## config.mk

```make
export PLATFORM = sky130hd
export DESIGN_NAME = first_fit_slot_run_allocator_top_flat
export DESIGN_NICKNAME = d
export VERILOG_FILES = /design/src/design/ffa_pkg.sv /design/src/design/ffa_req_if.sv /design/src/design/ffa_rsp_if.sv /design/src/design/ffa_ram.sv /design/src/design/first_fit_slot_run_allocator_top.sv /design/src/flat_wrapper.sv
export SDC_FILE = /design/constraint.sdc
export NUM_CORES = 1
export LEC_CHECK = 0
export BUFFER_PORTS_ARGS = -buffer_cell sky130_fd_sc_hd__buf_2
export CAP_MARGIN = 25
export CORE_ASPECT_RATIO = 0.8
export CORE_UTILIZATION = 55
export DETAILED_ROUTE_END_ITERATION = 7
export PLACE_DENSITY = 0.74
export SYNTH_ARGS = -nofsm -noshare
export SYNTH_HDL_FRONTEND = slang
export SYNTH_SLANG_ARGS = --single-unit
export TNS_END_PERCENT = 50
```

## constraint.sdc

```tcl
create_clock -name clk -period 13.27 [get_ports clk]
set_input_delay 0.6635 -clock clk [delete_from_list [all_inputs] [get_ports clk]]
set_output_delay 0.6635 -clock clk [all_outputs]
set_load 0.05 [all_outputs]
```

## src/design/ffa_pkg.sv

```systemverilog
// ----------------------------------------------------------------------------
// ffa_pkg: first-fit slot run allocator definitions
// Sizes of the occupancy map, command and status codes shared by the
// interfaces and the allocator.
// ----------------------------------------------------------------------------
package ffa_pkg;

	// pool geometry: the occupancy map is kept as rows of WORD_BITS slots
	localparam int SLOT_COUNT = 256;
	localparam int WORD_BITS  = 8;
	localparam int ROW_COUNT  = SLOT_COUNT / WORD_BITS;
	localparam int ROW_W      = $clog2(ROW_COUNT);
	localparam int BIT_W      = $clog2(WORD_BITS);
	localparam int SLOT_W     = 8;
	localparam int COUNT_W    = 9;

	typedef enum logic [1:0] {
		CMD_ALLOC = 2'd0,
		CMD_FREE  = 2'd1,
		CMD_QUERY = 2'd2,
		CMD_BOUND = 2'd3
	} cmd_t;

	typedef enum logic [1:0] {
		ST_OK       = 2'd0,
		ST_NO_SPACE = 2'd1,
		ST_BAD      = 2'd2
	} status_t;

endpackage

```

## src/design/ffa_req_if.sv

```systemverilog
// ----------------------------------------------------------------------------
// ffa_req_if: allocator request channel
// Valid/ready channel carrying one command with its run count and slot index.
// ----------------------------------------------------------------------------
interface ffa_req_if import ffa_pkg::*; ();

	logic                valid;
	logic                ready;
	cmd_t                command;
	logic [COUNT_W-1:0]  run_count;
	logic [SLOT_W-1:0]   slot_index;

	modport source (output valid, command, run_count, slot_index, input ready);
	modport sink   (input valid, command, run_count, slot_index, output ready);

endinterface

```

## src/design/ffa_rsp_if.sv

```systemverilog
// ----------------------------------------------------------------------------
// ffa_rsp_if: allocator response channel
// Valid/ready channel carrying the status and data of one finished request.
// ----------------------------------------------------------------------------
interface ffa_rsp_if import ffa_pkg::*; ();

	logic                valid;
	logic                ready;
	status_t             status;
	logic [SLOT_W-1:0]   start_slot;
	logic                is_allocated;
	logic [COUNT_W-1:0]  high_water;

	modport source (output valid, status, start_slot, is_allocated, high_water, input ready);
	modport sink   (input valid, status, start_slot, is_allocated, high_water, output ready);

endinterface

```

## src/design/ffa_ram.sv

```systemverilog
// ----------------------------------------------------------------------------
// ffa_ram: generic simple dual-port RAM
// One write port, one read port with registered read data.
// ----------------------------------------------------------------------------
module ffa_ram #(
	parameter int WIDTH = 8,
	parameter int DEPTH = 32
) (
	input  logic                     clk,
	input  logic                     we,
	input  logic [$clog2(DEPTH)-1:0] waddr,
	input  logic [WIDTH-1:0]         wdata,
	input  logic [$clog2(DEPTH)-1:0] raddr,
	output logic [WIDTH-1:0]         rdata
);

	logic [WIDTH-1:0] mem [DEPTH];

	always_ff @(posedge clk) begin
		if (we) begin
			mem[waddr] <= wdata;
		end
		rdata <= mem[raddr];
	end

endmodule

```

## src/design/first_fit_slot_run_allocator_top.sv

```systemverilog
// ----------------------------------------------------------------------------
// first_fit_slot_run_allocator_top: first-fit contiguous slot allocator
// Occupancy map of SLOT_COUNT slots held in a RAM of WORD_BITS-wide rows,
// walked row by row by one shared row unit for allocate, free and queries.
// ----------------------------------------------------------------------------
//  channel   role    handshake     payload
//  req       sink    valid/ready   command, run_count, slot_index
//  rsp       source  valid/ready   status, start_slot, is_allocated, high_water
//
//  allocate: scans rows up to the fit, then marks the run's rows, bounded by
//  the one-row-per-cycle read of the map RAM
//  free / query slot: reads the slot's row; query bound: scans rows from the top
//  one request at a time; req.ready is low from accept until the response
//  is loaded into the output register, which holds it while rsp.ready is low
//  reset clears per-row valid bits, so every slot reads free at once
// ----------------------------------------------------------------------------
module first_fit_slot_run_allocator_top import ffa_pkg::*; (
	input  logic       clk,
	input  logic       arst_n,
	ffa_req_if.sink    req,
	ffa_rsp_if.source  rsp
);

	typedef enum logic [2:0] {
		S_IDLE,
		S_SCAN,
		S_MARK,
		S_BOUND,
		S_ACC,
		S_RESP
	} state_t;

	state_t                state_q;
	logic [ROW_W-1:0]      rd_row_q;
	logic [ROW_W-1:0]      rd_end_q;
	logic                  rd_up_q;
	logic                  rd_on_q;
	logic                  s1_vld_q;
	logic [ROW_W-1:0]      s1_row_q;
	logic [ROW_COUNT-1:0]  valid_q;

	cmd_t                  cmd_q;
	logic [COUNT_W-1:0]    count_q;
	logic [BIT_W-1:0]      idx_q;
	logic [COUNT_W-1:0]    run_q;
	logic [SLOT_W-1:0]     lo_q;
	logic [SLOT_W-1:0]     hi_q;

	status_t               res_status_q;
	logic [SLOT_W-1:0]     res_start_q;
	logic                  res_used_q;
	logic [COUNT_W-1:0]    res_hw_q;

	logic                  out_vld_q;
	status_t               out_status_q;
	logic [SLOT_W-1:0]     out_start_q;
	logic                  out_used_q;
	logic [COUNT_W-1:0]    out_hw_q;

	logic [WORD_BITS-1:0]  ram_rdata;
	logic [WORD_BITS-1:0]  word;
	logic                  ram_we;
	logic [WORD_BITS-1:0]  ram_wdata;

	logic [COUNT_W-1:0]    scan_run;
	logic                  scan_fnd;
	logic [BIT_W-1:0]      scan_pos;
	logic [SLOT_W-1:0]     scan_last;
	logic [SLOT_W-1:0]     scan_start;
	logic [WORD_BITS-1:0]  mark_mask;
	logic [BIT_W-1:0]      bnd_top;
	logic [COUNT_W-1:0]    bnd_hw;
	logic                  acc_bit;
	logic [WORD_BITS-1:0]  acc_sel;
	logic                  rd_kill;

	ffa_ram #(
		.WIDTH (WORD_BITS),
		.DEPTH (ROW_COUNT)
	) u_map (
		.clk   (clk),
		.we    (ram_we),
		.waddr (s1_row_q),
		.wdata (ram_wdata),
		.raddr (rd_row_q),
		.rdata (ram_rdata)
	);

	// rows never written read as all free
	assign word = valid_q[s1_row_q] ? ram_rdata : '0;

	// run tracking across one row, lowest slot first
	always_comb begin
		scan_run = run_q;
		scan_fnd = 1'b0;
		scan_pos = '0;
		for (int j = 0; j < WORD_BITS; j++) begin
			if (!scan_fnd) begin
				if (word[j]) begin
					scan_run = '0;
				end else begin
					scan_run = scan_run + COUNT_W'(1);
				end
				if (scan_run == count_q) begin
					scan_fnd = 1'b1;
					scan_pos = BIT_W'(j);
				end
			end
		end
	end

	assign scan_last  = {s1_row_q, scan_pos};
	assign scan_start = SLOT_W'({1'b0, scan_last} + COUNT_W'(1) - count_q);

	always_comb begin
		for (int j = 0; j < WORD_BITS; j++) begin
			mark_mask[j] = ({s1_row_q, BIT_W'(j)} >= lo_q) && ({s1_row_q, BIT_W'(j)} <= hi_q);
		end
	end

	always_comb begin
		bnd_top = '0;
		for (int j = 0; j < WORD_BITS; j++) begin
			if (word[j]) begin
				bnd_top = BIT_W'(j);
			end
		end
	end

	assign bnd_hw = COUNT_W'({s1_row_q, bnd_top}) + COUNT_W'(1);

	always_comb begin
		acc_sel = '0;
		acc_sel[idx_q] = 1'b1;
	end

	assign acc_bit = |(word & acc_sel);

	// sequencer takes the row reader over: fit found or bound found
	assign rd_kill = s1_vld_q && ((state_q == S_SCAN && scan_fnd) || (state_q == S_BOUND && |word));

	always_comb begin
		ram_we    = 1'b0;
		ram_wdata = word | mark_mask;
		if (state_q == S_MARK && s1_vld_q) begin
			ram_we = 1'b1;
		end
		if (state_q == S_ACC && s1_vld_q && cmd_q == CMD_FREE && acc_bit) begin
			ram_we    = 1'b1;
			ram_wdata = word & ~acc_sel;
		end
	end

	assign req.ready        = (state_q == S_IDLE);
	assign rsp.valid        = out_vld_q;
	assign rsp.status       = out_status_q;
	assign rsp.start_slot   = out_start_q;
	assign rsp.is_allocated = out_used_q;
	assign rsp.high_water   = out_hw_q;

	always_ff @(posedge clk or negedge arst_n) begin
		if (!arst_n) begin
			state_q   <= S_IDLE;
			rd_on_q   <= 1'b0;
			s1_vld_q  <= 1'b0;
			valid_q   <= '0;
			out_vld_q <= 1'b0;
		end else begin
			// shared row reader: one row a cycle until rd_kill stops it, data in the next cycle
			s1_row_q <= rd_row_q;
			if (!rd_kill) begin
				s1_vld_q <= rd_on_q;
				if (rd_on_q) begin
					if (rd_row_q == rd_end_q) begin
						rd_on_q <= 1'b0;
					end else begin
						rd_row_q <= rd_up_q ? rd_row_q + ROW_W'(1) : rd_row_q - ROW_W'(1);
					end
				end
			end

			if (ram_we) begin
				valid_q[s1_row_q] <= 1'b1;
			end

			if (out_vld_q && rsp.ready && state_q != S_RESP) begin
				out_vld_q <= 1'b0;
			end

			case (state_q)
				S_IDLE: begin
					if (req.valid) begin
						cmd_q        <= req.command;
						count_q      <= req.run_count;
						idx_q        <= req.slot_index[BIT_W-1:0];
						run_q        <= '0;
						res_status_q <= ST_OK;
						res_start_q  <= '0;
						res_used_q   <= 1'b0;
						res_hw_q     <= '0;
						case (req.command)
							CMD_ALLOC: begin
								if (req.run_count == '0) begin
									res_status_q <= ST_BAD;
									state_q      <= S_RESP;
								end else if (req.run_count > COUNT_W'(SLOT_COUNT)) begin
									res_status_q <= ST_NO_SPACE;
									state_q      <= S_RESP;
								end else begin
									rd_row_q <= '0;
									rd_end_q <= ROW_W'(ROW_COUNT - 1);
									rd_up_q  <= 1'b1;
									rd_on_q  <= 1'b1;
									state_q  <= S_SCAN;
								end
							end
							CMD_FREE, CMD_QUERY: begin
								rd_row_q <= req.slot_index[SLOT_W-1:BIT_W];
								rd_end_q <= req.slot_index[SLOT_W-1:BIT_W];
								rd_up_q  <= 1'b1;
								rd_on_q  <= 1'b1;
								state_q  <= S_ACC;
							end
							CMD_BOUND: begin
								rd_row_q <= ROW_W'(ROW_COUNT - 1);
								rd_end_q <= '0;
								rd_up_q  <= 1'b0;
								rd_on_q  <= 1'b1;
								state_q  <= S_BOUND;
							end
							default: begin
								state_q <= S_RESP;
							end
						endcase
					end
				end
				S_SCAN: begin
					if (s1_vld_q) begin
						if (scan_fnd) begin
							// fit found: sweep the run's rows and set its bits
							lo_q        <= scan_start;
							hi_q        <= scan_last;
							res_start_q <= scan_start;
							rd_row_q    <= scan_start[SLOT_W-1:BIT_W];
							rd_end_q    <= s1_row_q;
							rd_up_q     <= 1'b1;
							rd_on_q     <= 1'b1;
							s1_vld_q    <= 1'b0;
							state_q     <= S_MARK;
						end else begin
							run_q <= scan_run;
							if (s1_row_q == ROW_W'(ROW_COUNT - 1)) begin
								res_status_q <= ST_NO_SPACE;
								state_q      <= S_RESP;
							end
						end
					end
				end
				S_MARK: begin
					if (s1_vld_q && s1_row_q == hi_q[SLOT_W-1:BIT_W]) begin
						state_q <= S_RESP;
					end
				end
				S_BOUND: begin
					if (s1_vld_q) begin
						if (|word) begin
							res_hw_q <= bnd_hw;
							rd_on_q  <= 1'b0;
							s1_vld_q <= 1'b0;
							state_q  <= S_RESP;
						end else if (s1_row_q == '0) begin
							state_q <= S_RESP;
						end
					end
				end
				S_ACC: begin
					if (s1_vld_q) begin
						if (cmd_q == CMD_FREE) begin
							res_status_q <= acc_bit ? ST_OK : ST_BAD;
						end else begin
							res_used_q <= acc_bit;
						end
						state_q <= S_RESP;
					end
				end
				S_RESP: begin
					if (!out_vld_q || rsp.ready) begin
						out_vld_q    <= 1'b1;
						out_status_q <= res_status_q;
						out_start_q  <= res_start_q;
						out_used_q   <= res_used_q;
						out_hw_q     <= res_hw_q;
						state_q      <= S_IDLE;
					end
				end
				default: begin
					state_q <= S_IDLE;
				end
			endcase
		end
	end

	// the map is only written by the mark sweep or a free
	a_write_state: assert property (@(posedge clk) disable iff (!arst_n)
		ram_we |-> (state_q == S_MARK || state_q == S_ACC))
		else $error("map write outside mark or free");

	// a new run never lands on a used slot
	a_mark_free: assert property (@(posedge clk) disable iff (!arst_n)
		(state_q == S_MARK && s1_vld_q) |-> ((word & mark_mask) == '0))
		else $error("allocate marks an already used slot");

	// no row read left in flight when a request is taken
	a_accept_quiet: assert property (@(posedge clk) disable iff (!arst_n)
		(req.valid && req.ready) |-> (!rd_on_q && !s1_vld_q))
		else $error("request accepted with row reads pending");

	// failed requests report no start slot
	a_fail_start: assert property (@(posedge clk) disable iff (!arst_n)
		(rsp.valid && rsp.status != ST_OK) |-> (rsp.start_slot == '0 && !rsp.is_allocated))
		else $error("failed request carries data");

endmodule

```

## src/flat_wrapper.sv

```systemverilog
// flat-port wrapper written by rule: the top's interface ports become plain ports
module first_fit_slot_run_allocator_top_flat import ffa_pkg::*;
  (clk, arst_n, req_valid, req_command, req_run_count, req_slot_index, req_ready, rsp_valid, rsp_status, rsp_start_slot, rsp_is_allocated, rsp_high_water, rsp_ready);
  ffa_req_if req_i ();
  ffa_rsp_if rsp_i ();
  input  logic clk;
  input  logic arst_n;
  input wire logic [$bits(req_i.valid)-1:0] req_valid;
  input wire logic [$bits(req_i.command)-1:0] req_command;
  input wire logic [$bits(req_i.run_count)-1:0] req_run_count;
  input wire logic [$bits(req_i.slot_index)-1:0] req_slot_index;
  output wire logic [$bits(req_i.ready)-1:0] req_ready;
  output wire logic [$bits(rsp_i.valid)-1:0] rsp_valid;
  output wire logic [$bits(rsp_i.status)-1:0] rsp_status;
  output wire logic [$bits(rsp_i.start_slot)-1:0] rsp_start_slot;
  output wire logic [$bits(rsp_i.is_allocated)-1:0] rsp_is_allocated;
  output wire logic [$bits(rsp_i.high_water)-1:0] rsp_high_water;
  input wire logic [$bits(rsp_i.ready)-1:0] rsp_ready;
  assign req_i.valid = req_valid;
  assign req_i.command = req_command;
  assign req_i.run_count = req_run_count;
  assign req_i.slot_index = req_slot_index;
  assign req_ready = req_i.ready;
  assign rsp_valid = rsp_i.valid;
  assign rsp_status = rsp_i.status;
  assign rsp_start_slot = rsp_i.start_slot;
  assign rsp_is_allocated = rsp_i.is_allocated;
  assign rsp_high_water = rsp_i.high_water;
  assign rsp_i.ready = rsp_ready;
  first_fit_slot_run_allocator_top u_core (.clk(clk), .arst_n(arst_n), .req(req_i), .rsp(rsp_i));
endmodule
```

==> Yosys cells after proc, flatten, opt, wreduce, memory -nomap -nowiden <==
Memory sizes are Yosys's and may differ from the RTL's. A register that Yosys moved wholly into a read port is not among the register bits.
Index checks and enable logic that the tools add are counted.
{ "totals": {"register_bits": 133, "ram_bits": 256, "in_bits": 23, "out_inout_bits": 22, "elab_cells": 301, "memories": 1} }
{ "classes": {"addsub": 13, "n_lt_le_gt_ge": 21, "n_eq_ne": 37, "muxes": 156, "bitwise_logic": 5, "n_reduce_logical": 45} }
{ "memory_table": {"columns": ["memory", "depth", "width", "rd", "rd_ports_with_merged_regs", "wr", "line_no", "text"], "rows": [
  ["u_core.u_map.mem", 32, 8, 1, 1, 1, "ffa_ram.sv:17", "logic [WIDTH-1:0] mem [DEPTH];"]
]} }
{ "ops": {"columns": ["cell", "count"], "rows": [
  ["two-way mux 9 bit", 27],
  ["two-way mux 3 bit", 29],
  ["adder 9 x 1 -> 9 bit, second input constant", 8],
  ["== test 9 bit", 8],
  ["two-way mux 5 bit", 14],
  [">= comparator 8 bit", 8],
  ["less-or-equal comparator 8 bit", 8],
  ["two-way mux 1 bit", 51],
  ["two-way mux 8 bit", 5],
  ["one-hot mux 9 bit (2 select lines)", 2],
  ["OR 32 bit", 1],
  ["one-hot mux 5 bit (3 select lines)", 2],
  ["two-way mux 2 bit", 11],
  ["logical AND 1 bit", 20],
  ["one-hot mux 5 bit (2 select lines)", 2],
  ["AND reduction 5 bit", 4],
  ["one-hot mux 3 bit (6 select lines)", 1],
  ["bitwise AND 8 bit", 2],
  ["one-hot mux 8 bit (2 select lines)", 1],
  ["AND reduction 8 bit", 2],
  ["OR reduction 8 bit", 2],
  ["inequality test 2 bit, second input constant", 7],
  ["inequality test 3 bit, second input constant", 4],
  ["== test 5 bit", 2],
  ["other kinds (40)", 56]
]} }

==> Depth between registers and ports, before layout <==
{ "logic_depth": {"ltp_word": 43, "depth_mapped": 73, "ltp_nobuf": 62} }

==> Hierarchy <==
Synthesis repeated with hierarchy kept, for this count alone.
{ "hier_totals": {"cells_unflattened": 2072, "area_unflattened_um2": 23617.7} }
{ "modules_own_cells": {"columns": ["mod", "n_inst", "cells_each", "area_each_um2", "seq_area_each_um2"], "rows": [
  ["first_fit_slot_run_allocator_top", 1, 1655, 13564.3, 3803.6],
  ["ffa_ram", 1, 417, 10053.4, 7847.5]
]} }

==> Worst setup path after synthesis <==
Ideal clock, no wire load.
{ "synth_timing": {"path_kind": "flip-flop to flip-flop", "startpoint": "register u_core.s1_row_q[1]", "endpoint": "register u_core.rd_row_q[2], data pin", "setup_ns": 0.259, "t_arrival_ns": 13.673, "t_required_ns": 13.011, "setup_slack_ns": -0.662, "path_stages_with_launch": 68, "n_path_buf": 14, "synth_period_minus_slack_ns": 13.932, "path_cell_list": "edfxtp_1 -> buf_4 -> clkbuf_1 -> mux2i_1 -> nor2_1 -> nor3_4 -> o22ai_4 -> buf_6 -> buf_6 -> nand2_1 -> clkbuf_1 -> and2_1 -> ha_1 -> clkbuf_1 -> clkbuf_1 -> nor2b_1 -> nand3_1 -> o211ai_2 -> [32 not listed] -> nand4_1 -> and3_1 -> a311oi_1 -> o221ai_2 -> or3_4 -> nor2b_1 -> o22ai_1 -> inv_1 -> ha_1 -> inv_1 -> ha_1 -> fa_1 -> a21o_1 -> a21oi_1 -> xnor2_1 -> and2_1 -> a22o_1 -> a211o_1"} }
{ "synth_via": {"elab_cells_between_ends": 83, "classes_between": "add/sub: 9; eq/ne: 8; mux: 61; reduce/logical: 5"} }
{ "synth_rtl": {"columns": ["element", "line_no", "text"], "rows": [
  ["from (decl)", "first_fit_slot_run_allocator_top.sv:39", "logic [ROW_W-1:0] s1_row_q;"],
  ["from (signal assigned)", "first_fit_slot_run_allocator_top.sv:170", "s1_row_q <= rd_row_q;"],
  ["binary-select mux 1 bit (select 5 bit) *", "first_fit_slot_run_allocator_top.sv:90", "assign word = valid_q[s1_row_q] ? ram_rdata : '0;"],
  ["two-way mux 1 bit (implied by the code) *", "first_fit_slot_run_allocator_top.sv:90", null],
  ["two-way mux 8 bit *", "first_fit_slot_run_allocator_top.sv:90", null],
  ["two-way mux 9 bit", "first_fit_slot_run_allocator_top.sv:99", "if (word[j]) begin"],
  ["adder 9 x 1 -> 9 bit", "first_fit_slot_run_allocator_top.sv:102", "scan_run = scan_run + COUNT_W'(1);"],
  ["two-way mux 9 bit", "first_fit_slot_run_allocator_top.sv:99", null],
  ["two-way mux 9 bit (2 in series)", "first_fit_slot_run_allocator_top.sv:98", "if (!scan_fnd) begin"],
  ["adder 9 x 1 -> 9 bit", "first_fit_slot_run_allocator_top.sv:102", null],
  ["[24 not listed]", null, null],
  ["two-way mux 3 bit *", "first_fit_slot_run_allocator_top.sv:98", null],
  ["net u_core.scan_pos[1]", "first_fit_slot_run_allocator_top.sv:67", "logic [BIT_W-1:0] scan_pos;"],
  ["adder 8 x 1 -> 8 bit *", "first_fit_slot_run_allocator_top.sv:113", "assign scan_start = SLOT_W'({1'b0, scan_last} + COUNT_W'(1) - count_q);"],
  ["subtractor 8 bit *", "first_fit_slot_run_allocator_top.sv:113", null],
  ["net u_core.scan_start[5]", "first_fit_slot_run_allocator_top.sv:69", "logic [SLOT_W-1:0] scan_start;"],
  ["two-way mux 5 bit *", "first_fit_slot_run_allocator_top.sv:239", "if (scan_fnd) begin"],
  ["two-way mux 5 bit *", "first_fit_slot_run_allocator_top.sv:238", "if (s1_vld_q) begin"],
  ["one-hot mux 5 bit (2 select lines) *", "first_fit_slot_run_allocator_top.sv:190", "case (state_q)"],
  ["to (signal assigned)", "first_fit_slot_run_allocator_top.sv:218", "rd_row_q <= req.slot_index[SLOT_W-1:BIT_W];"],
  ["to (signal assigned)", "first_fit_slot_run_allocator_top.sv:225", "rd_row_q <= ROW_W'(ROW_COUNT - 1);"],
  ["to (signal assigned)", "first_fit_slot_run_allocator_top.sv:244", "rd_row_q <= scan_start[SLOT_W-1:BIT_W];"],
  ["to (decl)", "first_fit_slot_run_allocator_top.sv:34", "logic [ROW_W-1:0] rd_row_q;"]
]} }
The timed path passes the listed nets; every way through them passes the cells marked *. The select of a mux whose other input is x is not followed.
A chain may end at the register's enable or synchronous reset.

==> Worst setup path in the final report <==
{ "layout_timing": {"startpoint": "register u_core.s1_row_q[4]", "endpoint": "register u_core.rd_row_q[2], data pin"} }
Same word-level chain as after synthesis.

==> results_dict.tcl <==
set metrics [dict create \
    run_status "completed" \
    max_cap_violations 0 \
    mean_area_per_synthesized_cell_sq_um 11.3 \
    cts.root.buffer_cell "sky130_fd_sc_hd__clkbuf_16" \
    total_detailed_routing_wirelength_mm 77.5 \
    power-per-cell-area_nw_per_um2 280 \
    ys_seq_elements 397 \
    async_set_or_reset_flop_fraction_in_the_synthesized_netlist_pct 9.57 \
    hold_viol 0 \
    stdcell_area_sq_um 27300 \
    grt_max_degree 69 \
    routed_via_density 7.02 \
    syn-cell-area_sq_um 24100 \
    wp_data_arrival_ns 13.18 \
    cts_hold_buffers 0 \
    timing.critical_path.slowest_stage_cell "sky130_fd_sc_hd__or4_1" \
    cts_tree "built" \
    clk_transition_reported_paths_ns 0.07 \
    clock_tree.htree_level_count 2 \
    grt_util_overall_pct 34.1 \
    hold_path_class "input pin to asynchronous set/reset pin" \
    tritoncts.num_buffers 37 \
    gp_congestion 0.999 \
    setup.worst_path.end_class "register" \
    worst_path_largest_cell_delay_ns 0.60 \
    leading_cell_type_in_the_layout_fill_and_taps_excluded "sky130_fd_sc_hd__edfxtp_1" \
    fp.coreArea_sq_um 43200 \
    dp_hpwl_mm 54.6 \
    worstMarginPinSlew_ns 1.06 \
    critical_path.startpoint_type "register" \
    path_common_cell "sky130_fd_sc_hd__nand2_1" \
    critical_path.n_buffers_inverters 5 \
    drive_above_1_share_pct 25.5 \
    remaining_drc_errors 0 \
    via_count_of_the_first_global_routing_pass 18200 \
    synth_ff_type "sky130_fd_sc_hd__edfxtp_1" \
    criticalPathCategory "register to register" \
    numPortBuffers 44 \
    synth_enable_flop_cells 351 \
    critical-path-top-delay-family "compound AO/OA/AOI/OAI gates" \
    placed_cell_area_sq_um 25500 \
    syn_to_final_growth_pct 13.2 \
    slew_violations 0 \
    fmaxAchievable_ghz 0.0776 \
    required_ns 13.56 \
    num_rows 68 \
    filler_cell_count_in_the_final_layout 3325 \
    critPathMaxFanout 18 \
    yosysUniqueCellTypes 130 \
    final_critical_path_time_including_i_o_delays_and_setup_ns 12.89 \
    min_period_over_period_pct 97.2 \
    drtIter0Drc 3190 \
    setup_violations 0 \
    tritoncts_num_sinks 397 \
    grt_first_pass_wirelength_mm 115 \
    timing.setup.tns_ns 0 \
    top_level_ports 45 \
    final_net_count 2305 \
    clockBufferDepth 3 \
    layout.cells.most_common_list "351 x sky130_fd_sc_hd__edfxtp_1, 189 x sky130_fd_sc_hd__nor2_1, 159 x sky130_fd_sc_hd__buf_4" \
    synth_seq_area_share_pct 48.3 \
    static_leakage_power_nw 9.77 \
    die_w_microns 236 \
    die_area_sq_um 44700 \
    dr.pass1.iters 5 \
    chipHeight_microns 189 \
    postSynthNetCount 2198 \
    grt_antenna_before_repair 1 \
    floorplan.initialDensity_pct 55.9 \
    via_count 19800 \
    vdd.ir_drop.worst_mv 0.173 \
    relSlewSlack_pct 29.0 \
    yosysWarningCount 0 \
    globalRouteOverflowTotal 0 \
    detail_route.wl_per_cell_microns 27.4 \
    final.setup_skew_ns 0.0287 \
    clock_insertion_delay_worst_skew_ns 0.55 \
    antenna_cells_inserted 0 \
    remaining_antenna_violation_count 0 \
    netlist_instances 2130 \
]
per-layer routing:
layer	part of all wire (%)	track usage, %
met4	1.9	5.97
met5	0.017	0
met2	42	47.5
met3	13	8.19
met1	43	53.9
per-stage QoR:
stage / std cells / util [%] / hold WS (ns) / setup WS, ns / power [W]
floorplan: 2130 / - / 0.368 / 0.0132 / 0.00483
detailed placement: 2726 / 59.0 / 0.405 / -0.260 / 0.00618
global route: 2826 / 63.3 / 0.308 / -0.120 / 0.00801
finish: 2826 / 63.3 / 0.252 / 0.376 / 0.00766
global placement: 2724 / 59.0 / 0.400 / -0.0909 / 0.00613
CTS: 2797 / 62.0 / 0.265 / 0.0272 / 0.00732
worst paths after layout:
| kind | startpoint | endpoint | slack [ns] | cells past startpoint |
|---|---|---|---|---|
| max | u_core.s1_row_q[4]$_DFFE_PP_ | u_core.rd_row_q[2]$_DFFE_PP_ | 0.38 | 55 |
| min | arst_n | u_core.s1_vld_q$_DFF_PN0_ | 0.25 | 2 |
| max reg2reg | u_core.s1_row_q[4]$_DFFE_PP_ | u_core.rd_row_q[2]$_DFFE_PP_ | 0.38 | 55 |
| min reg2reg | u_core.res_status_q[0]$_DFFE_PP_ | u_core.rsp.status[0]$_DFFE_PP_ | 0.42 | 0 |
| max in group asynchronous | arst_n | u_core.valid_q[0]$_DFFE_PN0N_ | 12.49 | 2 |
| min in group clk | req_run_count[6] | u_core.count_q[6]$_DFFE_PP_ | 0.32 | 1 |
cell usage after synthesis (all sizes together), types with 32 or more instances:
cell | number | area [sq um]
edfxtp | 351 | 10500
nor2 | 195 | 739
nand2 | 130 | 490
a21oi | 120 | 638
o21ai | 112 | 579
mux4 | 82 | 1850
nor3 | 79 | 495
clkbuf | 75 | 282
buf | 68 | 403
nand3 | 66 | 350
inv | 54 | 203
or2 | 54 | 340
xnor2 | 52 | 463
ha | 43 | 538
dfrtp | 38 | 951
mux2i | 37 | 387
a31oi | 32 | 213
and3 | 32 | 200
power by group:
| part | internal [W] | total, W | switching (W) |
|---|---|---|---|
| Sequential | 0.00166 | 0.00179 | 0.000124 |
| Clock | 0.000624 | 0.00109 | 0.000469 |
| Combinational | 0.00180 | 0.00478 | 0.00298 |
| Total | 0.00409 | 0.00766 | 0.00357 |
cell type report:
type	instances	area (sq um)	area share (%)
Tap cell	560	701	2.56
Sequential cell	397	11700	42.6
Clock buffer	47	1010	3.71
Inverter	57	214	0.783
Clock inverter	21	230	0.842
Timing Repair Buffer	211	1510	5.54
Multi-Input combinational cell	1533	12000	43.9
logic make-up (layout without fill, tap and decap cells):
kind of cell    count (synthesis)  after routing  synth area share (%)
buf+inv                       200            336                  3.72
mux                           133            133                  9.90
xor+xnor                       76             76                  2.96
compound gates                542            542                  16.6
flops                         397            397                  48.3
simple gates                  737            737                  16.2
fa+ha+maj                      45             45                  2.39
flip-flops by register name, summed over array words and instances, names as in the netlist, 8 cells and up:
name / count
u_core.lo_q: 8
u_core.valid_q: 32
u_core.res_hw_q: 9
u_core.u_map.rdata: 8
u_core.run_q: 9
u_core.count_q: 9
u_core.rsp.start_slot: 8
u_core.hi_q: 8
u_core.rsp.high_water: 9
u_core.u_map.mem: 256
u_core.res_start_q: 8
repair_timing:
action                     CTS  global route
hold endpoints to repair     0             0
resized for setup            7            72
pin swaps                    3            20
setup endpoints to repair    5            17
cloned                       0             1
buffers inserted             3            21
Power figures use the tool's default switching activity.
